$ cat src/rtl/peak_envelope_ratio_limiter_macros.svh
// Assertion macros shared by the envelope limiter RTL.
`ifndef PEAK_ENVELOPE_RATIO_LIMITER_MACROS_SVH
`define PEAK_ENVELOPE_RATIO_LIMITER_MACROS_SVH

// Same-cycle implication, checked at every rising edge outside reset.
`define PEL_ASSERT_IMPL(label, pre, post, msg) \
  label: assert property (@(posedge clk) disable iff (!rst_n) (pre) |-> (post)) \
    else $error(msg);

// Next-cycle implication, checked at every rising edge outside reset.
`define PEL_ASSERT_NEXT(label, pre, post, msg) \
  label: assert property (@(posedge clk) disable iff (!rst_n) (pre) |=> (post)) \
    else $error(msg);

`endif

$ cat src/rtl/pel_pkg.sv
// Constants and register indexes for the peak envelope ratio limiter.
package pel_pkg;

  localparam int unsigned SampleW = 16;
  localparam int unsigned LevelW  = 15;
  localparam int unsigned RatioW  = 16;
  localparam int unsigned CfgW    = 16;
  localparam int unsigned CfgIdxW = 2;
  localparam int unsigned ProdW   = 32;
  localparam int unsigned DvdW    = 2 * LevelW;
  localparam int unsigned CntW    = 5;

  localparam logic [LevelW-1:0] UnityQ15       = 15'd32767;
  localparam logic [LevelW-1:0] ThresholdReset = 15'd29491;
  localparam logic [RatioW-1:0] RatioReset     = 16'd1000;
  localparam logic [LevelW-1:0] AttackReset    = 15'd676;
  localparam logic [LevelW-1:0] ReleaseReset   = 15'd7;

  // Number of quotient bits produced by each of the two divisions.
  localparam logic [CntW-1:0] DivAlphaSteps = 5'd30;
  localparam logic [CntW-1:0] DivGainSteps  = 5'd15;

  typedef enum logic [CfgIdxW-1:0] {
    REG_THRESHOLD = 2'd0,
    REG_RATIO     = 2'd1,
    REG_ATTACK    = 2'd2,
    REG_RELEASE   = 2'd3
  } cfg_reg_t;

endpackage

$ cat src/rtl/peak_envelope_ratio_limiter.sv
// Peak envelope follower with fixed-ratio gain computer and output scaling.
// A new request is accepted only in the idle state, once the previous one has
// reached the output register. Above the threshold, the gain is computed by the
// one-bit-per-cycle shared restoring divider (30 steps for the threshold over
// envelope ratio, 15 for the headroom over ratio term).
// Reset (synchronous, rst_n low) clears the envelope and loads default registers.
`include "peak_envelope_ratio_limiter_macros.svh"

module peak_envelope_ratio_limiter (
  input  logic                                clk,
  input  logic                                rst_n,
  // Configuration write port.
  input  logic                                cfg_wr_en,
  input  logic [pel_pkg::CfgIdxW-1:0]         cfg_index,
  input  logic [pel_pkg::CfgW-1:0]            cfg_wdata,
  // Request channel.
  input  logic                                in_valid,
  output logic                                in_ready,
  input  logic signed [pel_pkg::SampleW-1:0]  in_sample_in,
  // Result channel.
  output logic                                out_valid,
  input  logic                                out_ready,
  output logic signed [pel_pkg::SampleW-1:0]  out_sample_out,
  output logic [pel_pkg::LevelW-1:0]          out_gain_applied,
  output logic [pel_pkg::LevelW-1:0]          out_envelope_level
);

  // The sequencer walks one request through the shared multiplier and the
  // shared divider step. Each state is one-hot so decoding stays trivial.
  typedef enum logic [6:0] {
    S_IDLE    = 7'b0000001,
    S_ENV_MUL = 7'b0000010,
    S_ENV_UPD = 7'b0000100,
    S_DIV_A   = 7'b0001000,
    S_DIV_G   = 7'b0010000,
    S_OUT_MUL = 7'b0100000,
    S_FINISH  = 7'b1000000
  } state_t;

  localparam int unsigned LW = pel_pkg::LevelW;
  localparam int unsigned SW = pel_pkg::SampleW;
  localparam int unsigned DW = pel_pkg::DvdW;

  state_t                  state_r, state_nxt;

  // Configuration registers.
  logic [LW-1:0]                 thr_r, thr_nxt;
  logic [pel_pkg::RatioW-1:0]    ratio_r, ratio_nxt;
  logic [LW-1:0]                 atk_r, atk_nxt;
  logic [LW-1:0]                 rel_r, rel_nxt;

  // Envelope state.
  logic [LW-1:0]                 env_r, env_nxt;

  // Per-request working registers.
  logic signed [SW-1:0]          x_r, x_nxt;
  logic [LW-1:0]                 mag_r, mag_nxt;
  logic                          rise_r, rise_nxt;
  logic signed [pel_pkg::ProdW-1:0] prod_r, prod_nxt;
  logic [LW-1:0]                 a_r, a_nxt;
  logic [LW-1:0]                 gain_r, gain_nxt;

  // Shared divider registers: partial remainder, dividend/quotient shift
  // register, divisor and step counter.
  logic [pel_pkg::RatioW-1:0]    rem_r, rem_nxt;
  logic [DW-1:0]                 dvd_r, dvd_nxt;
  logic [pel_pkg::RatioW-1:0]    dvs_r, dvs_nxt;
  logic [pel_pkg::CntW-1:0]      cnt_r, cnt_nxt;

  // Output register, which lets a new request start while a result waits.
  logic                          out_valid_r, out_valid_nxt;
  logic signed [SW-1:0]          out_sample_r, out_sample_nxt;
  logic [LW-1:0]                 out_gain_r, out_gain_nxt;
  logic [LW-1:0]                 out_env_r, out_env_nxt;

  // Combinational helpers.
  logic                          in_fire;
  logic [LW-1:0]                 in_mag;
  logic [SW-1:0]                 in_neg;
  logic                          rise;
  logic [LW-1:0]                 env_diff;
  logic [LW-1:0]                 coeff;
  logic signed [SW-1:0]          mul_a;
  logic signed [SW-1:0]          mul_b;
  logic signed [pel_pkg::ProdW-1:0] mul_p;
  logic [LW-1:0]                 env_step;
  logic [LW-1:0]                 env_upd;
  logic [pel_pkg::RatioW:0]      div_shl;
  logic [pel_pkg::RatioW:0]      div_sub;
  logic                          div_ge;
  logic [pel_pkg::RatioW-1:0]    div_rem;
  logic [LW-1:0]                 div_quot;
  logic signed [SW:0]            y_full;
  logic signed [SW-1:0]          y_sat;

  assign in_ready  = (state_r == S_IDLE);
  assign in_fire   = in_valid && in_ready;
  assign out_valid = out_valid_r;
  assign out_sample_out     = out_sample_r;
  assign out_gain_applied   = out_gain_r;
  assign out_envelope_level = out_env_r;

  // Magnitude of the incoming sample; the most negative code folds onto
  // full scale so the magnitude fits in fifteen bits.
  assign in_neg = (~in_sample_in) + 16'd1;
  always_comb begin
    if (!in_sample_in[SW-1]) begin
      in_mag = in_sample_in[LW-1:0];
    end else if (in_neg[LW-1:0] == '0) begin
      in_mag = pel_pkg::UnityQ15;
    end else begin
      in_mag = in_neg[LW-1:0];
    end
  end

  // Envelope direction and distance for the follower update.
  assign rise     = (mag_r > env_r);
  assign env_diff = rise ? (mag_r - env_r) : (env_r - mag_r);
  assign coeff    = rise ? atk_r : rel_r;

  // The one multiplier serves both the envelope smoothing product and the
  // final gain product. Its result is always registered in prod_r.
  assign mul_a = (state_r == S_OUT_MUL) ? x_r : $signed({1'b0, env_diff});
  assign mul_b = (state_r == S_OUT_MUL) ? $signed({1'b0, gain_r})
                                        : $signed({1'b0, coeff});
  assign mul_p = mul_a * mul_b;

  // The smoothing step never exceeds the distance, so fifteen bits hold it
  // and the envelope cannot wrap.
  assign env_step = prod_r[2*LW-1:LW];
  assign env_upd  = rise_r ? (env_r + env_step) : (env_r - env_step);

  // One restoring division step: shift in the next dividend bit, subtract
  // the divisor if it fits, and shift the quotient bit in at the bottom.
  assign div_shl  = {rem_r, dvd_r[DW-1]};
  assign div_sub  = div_shl - {1'b0, dvs_r};
  assign div_ge   = (div_shl >= {1'b0, dvs_r});
  assign div_rem  = div_ge ? div_sub[pel_pkg::RatioW-1:0]
                           : div_shl[pel_pkg::RatioW-1:0];
  assign div_quot = {dvd_r[LW-2:0], div_ge};

  // Floor shift of the output product, then saturation to sixteen bits.
  assign y_full = prod_r[pel_pkg::ProdW-1:LW];
  always_comb begin
    if (y_full[SW] != y_full[SW-1]) begin
      y_sat = y_full[SW] ? {1'b1, {(SW-1){1'b0}}} : {1'b0, {(SW-1){1'b1}}};
    end else begin
      y_sat = y_full[SW-1:0];
    end
  end

  always_comb begin
    state_nxt      = state_r;
    thr_nxt        = thr_r;
    ratio_nxt      = ratio_r;
    atk_nxt        = atk_r;
    rel_nxt        = rel_r;
    env_nxt        = env_r;
    x_nxt          = x_r;
    mag_nxt        = mag_r;
    rise_nxt       = rise_r;
    prod_nxt       = prod_r;
    a_nxt          = a_r;
    gain_nxt       = gain_r;
    rem_nxt        = rem_r;
    dvd_nxt        = dvd_r;
    dvs_nxt        = dvs_r;
    cnt_nxt        = cnt_r;
    out_valid_nxt  = out_valid_r;
    out_sample_nxt = out_sample_r;
    out_gain_nxt   = out_gain_r;
    out_env_nxt    = out_env_r;

    // Configuration writes; a ratio of zero is stored as one so the second
    // division always has a nonzero divisor.
    if (cfg_wr_en) begin
      unique case (pel_pkg::cfg_reg_t'(cfg_index))
        pel_pkg::REG_THRESHOLD: thr_nxt = cfg_wdata[LW-1:0];
        pel_pkg::REG_RATIO: begin
          ratio_nxt = (cfg_wdata == '0) ? {{(pel_pkg::RatioW-1){1'b0}}, 1'b1}
                                        : cfg_wdata[pel_pkg::RatioW-1:0];
        end
        pel_pkg::REG_ATTACK:    atk_nxt = cfg_wdata[LW-1:0];
        pel_pkg::REG_RELEASE:   rel_nxt = cfg_wdata[LW-1:0];
        default: ;
      endcase
    end

    // The result register empties as soon as the consumer takes it.
    if (out_valid_r && out_ready) begin
      out_valid_nxt = 1'b0;
    end

    unique case (state_r)
      S_IDLE: begin
        if (in_fire) begin
          x_nxt     = in_sample_in;
          mag_nxt   = in_mag;
          state_nxt = S_ENV_MUL;
        end
      end
      S_ENV_MUL: begin
        prod_nxt  = mul_p;
        rise_nxt  = rise;
        state_nxt = S_ENV_UPD;
      end
      S_ENV_UPD: begin
        env_nxt = env_upd;
        // Gain reduction starts only above the threshold, which also keeps
        // the envelope divisor at one or more.
        if (env_upd > thr_r) begin
          rem_nxt   = '0;
          dvd_nxt   = {thr_r, {LW{1'b0}}};
          dvs_nxt   = {1'b0, env_upd};
          cnt_nxt   = pel_pkg::DivAlphaSteps;
          state_nxt = S_DIV_A;
        end else begin
          gain_nxt  = pel_pkg::UnityQ15;
          state_nxt = S_OUT_MUL;
        end
      end
      S_DIV_A: begin
        rem_nxt = div_rem;
        dvd_nxt = {dvd_r[DW-2:0], div_ge};
        cnt_nxt = cnt_r - 5'd1;
        if (cnt_r == 5'd1) begin
          // The quotient is below 2^15 because threshold < envelope. Reload
          // the divider with the headroom term over the ratio.
          a_nxt     = div_quot;
          rem_nxt   = '0;
          dvd_nxt   = {pel_pkg::UnityQ15 - div_quot, {LW{1'b0}}};
          dvs_nxt   = ratio_r;
          cnt_nxt   = pel_pkg::DivGainSteps;
          state_nxt = S_DIV_G;
        end
      end
      S_DIV_G: begin
        rem_nxt = div_rem;
        dvd_nxt = {dvd_r[DW-2:0], div_ge};
        cnt_nxt = cnt_r - 5'd1;
        if (cnt_r == 5'd1) begin
          // The sum cannot exceed unity since the quotient is at most the
          // headroom it was taken from.
          gain_nxt  = a_r + div_quot;
          state_nxt = S_OUT_MUL;
        end
      end
      S_OUT_MUL: begin
        prod_nxt  = mul_p;
        state_nxt = S_FINISH;
      end
      S_FINISH: begin
        // Hold the finished result until the output register is free.
        if (!out_valid_r || out_ready) begin
          out_valid_nxt  = 1'b1;
          out_sample_nxt = y_sat;
          out_gain_nxt   = gain_r;
          out_env_nxt    = env_r;
          state_nxt      = S_IDLE;
        end
      end
      default: state_nxt = S_IDLE;
    endcase
  end

  always_ff @(posedge clk) begin
    if (!rst_n) begin
      state_r     <= S_IDLE;
      thr_r       <= pel_pkg::ThresholdReset;
      ratio_r     <= pel_pkg::RatioReset;
      atk_r       <= pel_pkg::AttackReset;
      rel_r       <= pel_pkg::ReleaseReset;
      env_r       <= '0;
      cnt_r       <= '0;
      out_valid_r <= 1'b0;
    end else begin
      state_r     <= state_nxt;
      thr_r       <= thr_nxt;
      ratio_r     <= ratio_nxt;
      atk_r       <= atk_nxt;
      rel_r       <= rel_nxt;
      env_r       <= env_nxt;
      cnt_r       <= cnt_nxt;
      out_valid_r <= out_valid_nxt;
    end
  end

  always_ff @(posedge clk) begin
    x_r          <= x_nxt;
    mag_r        <= mag_nxt;
    rise_r       <= rise_nxt;
    prod_r       <= prod_nxt;
    a_r          <= a_nxt;
    gain_r       <= gain_nxt;
    rem_r        <= rem_nxt;
    dvd_r        <= dvd_nxt;
    dvs_r        <= dvs_nxt;
    out_sample_r <= out_sample_nxt;
    out_gain_r   <= out_gain_nxt;
    out_env_r    <= out_env_nxt;
  end

  // An accepted request always starts with the envelope multiply.
  `PEL_ASSERT_NEXT(a_accept_starts, in_valid && in_ready, state_r == S_ENV_MUL,
                   "accepted request did not start the envelope multiply")

  // The divider never runs with an exhausted step counter.
  `PEL_ASSERT_IMPL(a_div_count, state_r == S_DIV_A || state_r == S_DIV_G, cnt_r != '0,
                   "divider active with zero step count")

  // A reduced gain is only reported with an envelope above the threshold.
  `PEL_ASSERT_IMPL(a_gain_reduce, out_valid && out_gain_applied != pel_pkg::UnityQ15,
                   out_envelope_level > thr_r,
                   "gain reduction reported at or below the threshold")

endmodule
$ cat config.mk
export PLATFORM = sky130hd
export DESIGN_NAME = peak_envelope_ratio_limiter
export DESIGN_NICKNAME = d
export VERILOG_FILES = /design/src/rtl/pel_pkg.sv /design/src/rtl/peak_envelope_ratio_limiter.sv
export VERILOG_INCLUDE_DIRS = /design/src /design/src/rtl
export SDC_FILE = /design/constraint.sdc
export NUM_CORES = 1
export LEC_CHECK = 0
export ABC_AREA = 1
export BUFFER_PORTS_ARGS = -buffer_cell sky130_fd_sc_hd__buf_2
export CAP_MARGIN = 20
export CORE_AREA = 2 2 264 162
export DETAILED_ROUTE_END_ITERATION = 6
export DIE_AREA = 0 0 266 164
export PLACE_DENSITY = 0.74
export RECOVER_POWER = 50
export SYNTH_ARGS = -nofsm -noshare
export SYNTH_HDL_FRONTEND = slang
export SYNTH_SLANG_ARGS = --single-unit
$ cat constraint.sdc
create_clock -name clk -period 9.5 [get_ports clk]
set_input_delay 1.9 -clock clk [delete_from_list [all_inputs] [get_ports clk]]
set_output_delay 1.9 -clock clk [all_outputs]
set_load 0.03 [all_outputs]
==> impl_results.md <==
* Vias per inst at 5.80
* Die span in y at 164 um
* Most frequent cell after synthesis: inv_1
* Status: finished with violations
* Setup violations, final at 0
* Synth Instances at 2832
* Detailed Routing Iterations Pass 1 at 6
* Setup_tns at 0 ns
* Syn Std Cell Area at 24400 sq um
* EDFF count, synth at 187
* Synth async-reset ratio at 0%
* Pin count of the biggest net entering global routing at 71
* Worst Path Max Fanout at slightly above 40
* Crit start category: flip-flop
* Core outline area at 41200 sq um
* DR WL/cell at 21.8 um
* Reg2Reg Setup Slack at 0.45 ns
* Fmax achieved at 110 MHz
* Initial Util at 59.3%
* Max incr delay on CP at 0.64 ns
* Slew HR at -103%
* Largest area contributor in the netlist: edfxtp_1
* Reg-to-reg critical path endpoint: prod_r[28]$_DFFE_PP_
* Failing checks: capacitance limit, slew limit
* CP Launch Point: env_r[6]$_SDFFE_PN0N_
* Maximum clock insertion buffer count at 3
* Num CTS Buffers at 28
* Syn. warnings at 0
* Die width at 266 um
* Port Buffers at 86
* Share of the synthesized area in the top cell type at 23.0%
* Num Clock Sinks at 276
* CP Class: reg -> reg
* H-tree Lvls at 1
* Average size of a mapped cell at 8.63 sq um
* Post-CTS Setup Bufs at 0
* Minimum clock period at slightly above 9 ns
* Worst EP required at 9.85 ns
* TritonCTS clock tree: built
* Nets@finish at 3371
* Global route total overflow at 0
* Syn-to-layout area delta at 7.59%
* Initial drt markers at 2278
* RSZ-0062 raised after global routing: no
* Routed Antenna Nets at 0
* Ports at 87
* Tcrit/Tclk final at 95.3%
* Initial antenna violation count at 1
* GPL Wtd Cong at ~1.0
* Synth Register Bits at 276
* Critical path data arrival time at 9.40 ns
* Clock latency at the later pin of the worst-skew pair at between 0.5 and 0.6 ns
* Clk root buf: clkbuf_16
* Register area share after synthesis at a little over 30%
* Critical path capture point type: flip-flop
* R2R cell count at 36
* Die area at 43600 sq um
* Row count at 58
* CP max-delay cell: fa_1
* Synth area leaders: edfxtp_1 (23%), fa_1 (20%), ha_1 (8.9%), inv_1 (8.8%), dfxtp_1 (7.3%)
* Final-report hold violation count at 0
* Worst hold path type: reg -> reg
* Vias at 20100
* Hold-fix buffers at CTS at 0
* Number of remaining DRC errors at 0
* Actual slew at the worst max-slew pin at 3.04 ns
* Synth cell count leaders: inv_1 (570), nand2_1 (455), nor2_1 (277), fa_1 (250), a21oi_1 (190)
* Post-DP HPWL at 61600 um
* Post-Route WL at 75600 um
* Syn Nets at 3295
* Synth unique cells at 69
* First-pass GRT wire length at 116000 um
* RR Startpoint: env_r[6]$_SDFFE_PN0N_
* Final Slew Violations at 182
* Overall Global Routing Usage at 35.5%
* Main synth FF type: edfxtp_1
* Share of layout cells above drive strength 1 at 7.54%
* Vias in the first global route at 19500
* CTS clk-pin slew, worst paths at roughly 0.06 ns
* Setup Skew at 0.0192 ns
* Crit path capture: prod_r[28]$_DFFE_PP_
* Max-Cap Viols at 4
-- per-layer routing --
| layer | up-vias | wire (um) | GRT usage [%] |
|---|---|---|---|
| li1 | 9147 | - | - |
| met1 | 9690 | 34500 | 56.2 |
| met2 | 1214 | 28400 | 46.3 |
| met3 | 80 | 11700 | 13.5 |
| met4 | 0 | 1020 | 4.49 |
| met5 | - | 0 | 0 |
-- area by class of cell --
class	count	area [sq um]
Fill cell	3528	14900
Multi-Input combinational cell	1888	14500
Sequential cell	276	7400
Inverter	601	2260
Clock buffer	38	800
Tap cell	540	676
Timing Repair Buffer	113	587
Clock inverter	14	88.8
Antenna cell	2	5.00
-- kinds of logic (layout without fill, tap and decap cells) --
logic type / count (synthesis) / after routing / share of synthesized area [%]
muxes: 1 / 1 / 0.0410
DFF: 276 / 276 / 30.3
xor gates and xnor gates: 82 / 82 / 2.94
and+or+nand+nor: 915 / 915 / 15.7
adders and majority gates: 424 / 424 / 29.4
AOI/OAI and AO/OA: 466 / 466 / 11.1
other: 0 / 2 / 0
buffers and inverters: 668 / 766 / 10.5
-- worst max-delay path, delay by kind of cell (launching register included) --
| family | cells | cell delay (ns) |
|---|---|---|
| adder cells (fa/ha/maj) | 8 | 4.05 |
| AND/OR/NAND/NOR | 16 | 2.00 |
| AO/OA/AOI/OAI | 3 | 1.07 |
| buffers and inverters | 7 | 0.68 |
| XOR/XNOR | 2 | 0.54 |
| flip-flops | 1 | 0.45 |
-- sequential cells by signal, indices dropped and copies added (netlist names), 16 cells and up --
register / cells
dvd_r: 30
prod_r: 17
dvs_r: 16
out_sample_out: 16
ratio_r: 16
rem_r: 16
x_r: 16
-- per-stage QoR --
stage | setup slack, ns | hold slack, ns | utilization (%) | std cells | cell area [sq um]
finish | 0.449 | 0.456 | 63.8 | 3472 | 26300
global route | 0.0251 | 0.460 | 63.8 | 3471 | 26300
detailed placement | 0.703 | 0.439 | 61.7 | 3418 | 25400
global placement | 0.559 | 0.442 | 61.7 | 3417 | 25400
floorplan | 2.48 | 0.422 | - | 2832 | 24400
CTS | 0.603 | 0.455 | 63.9 | 3470 | 26300
-- placed cells by master (no fill, tap or decap), types with 7 or more instances in the layout --
cell type  synthesis  layout
inv_1            570     571
nand2_1          455     455
nor2_1           277     276
fa_1             250     250
a21oi_1          190     190
edfxtp_1         187     187
ha_1             174     174
o21ai_0          150     150
dfxtp_1           89      89
nand3_1           78      78
buf_2             18      70
xor2_1            54      54
clkbuf_16          0      29
xnor2_1           28      28
clkbuf_1          40      28
nor3_1            23      23
buf_4              1      20
inv_2             21      19
o211ai_1          19      19
a31oi_1           18      18
or2_2             19      18
o221ai_1          17      17
o21ai_1           12      12
nand4_1           11      11
nand2_2           11      11
clkinv_1           8      10
nor4_1             8       8
clkinv_2           0       7
-- worst min-delay path by stage --
stage                            start                             to  slack [ns]  depth (start not counted)
4_1_cts        gain_r[8]$_SDFFCE_PN1P_  out_gain_applied[8]$_DFFE_PP_        0.45                          0
2_1_floorplan    atk_r[5]$_SDFFE_PN1P_          atk_r[5]$_SDFFE_PN1P_        0.42                          2
3_5_place_dp   gain_r[8]$_SDFFCE_PN1P_  out_gain_applied[8]$_DFFE_PP_        0.44                          0
5_1_grt        gain_r[8]$_SDFFCE_PN1P_  out_gain_applied[8]$_DFFE_PP_        0.46                          0
6_report         rel_r[8]$_SDFFE_PN0P_          rel_r[8]$_SDFFE_PN0P_        0.46                          2
3_3_place_gp     atk_r[7]$_SDFFE_PN1P_          atk_r[7]$_SDFFE_PN1P_        0.44                          2
-- repair_timing --
item / in CTS / in global routing
endpoints found under the setup margin: 0 / 2
endpoints found under the hold margin: 0 / 0
gates resized for setup: 0 / 1
Power is not shown: default switching activity piles up to over one toggle a cycle in this logic, so the estimate is an artifact.
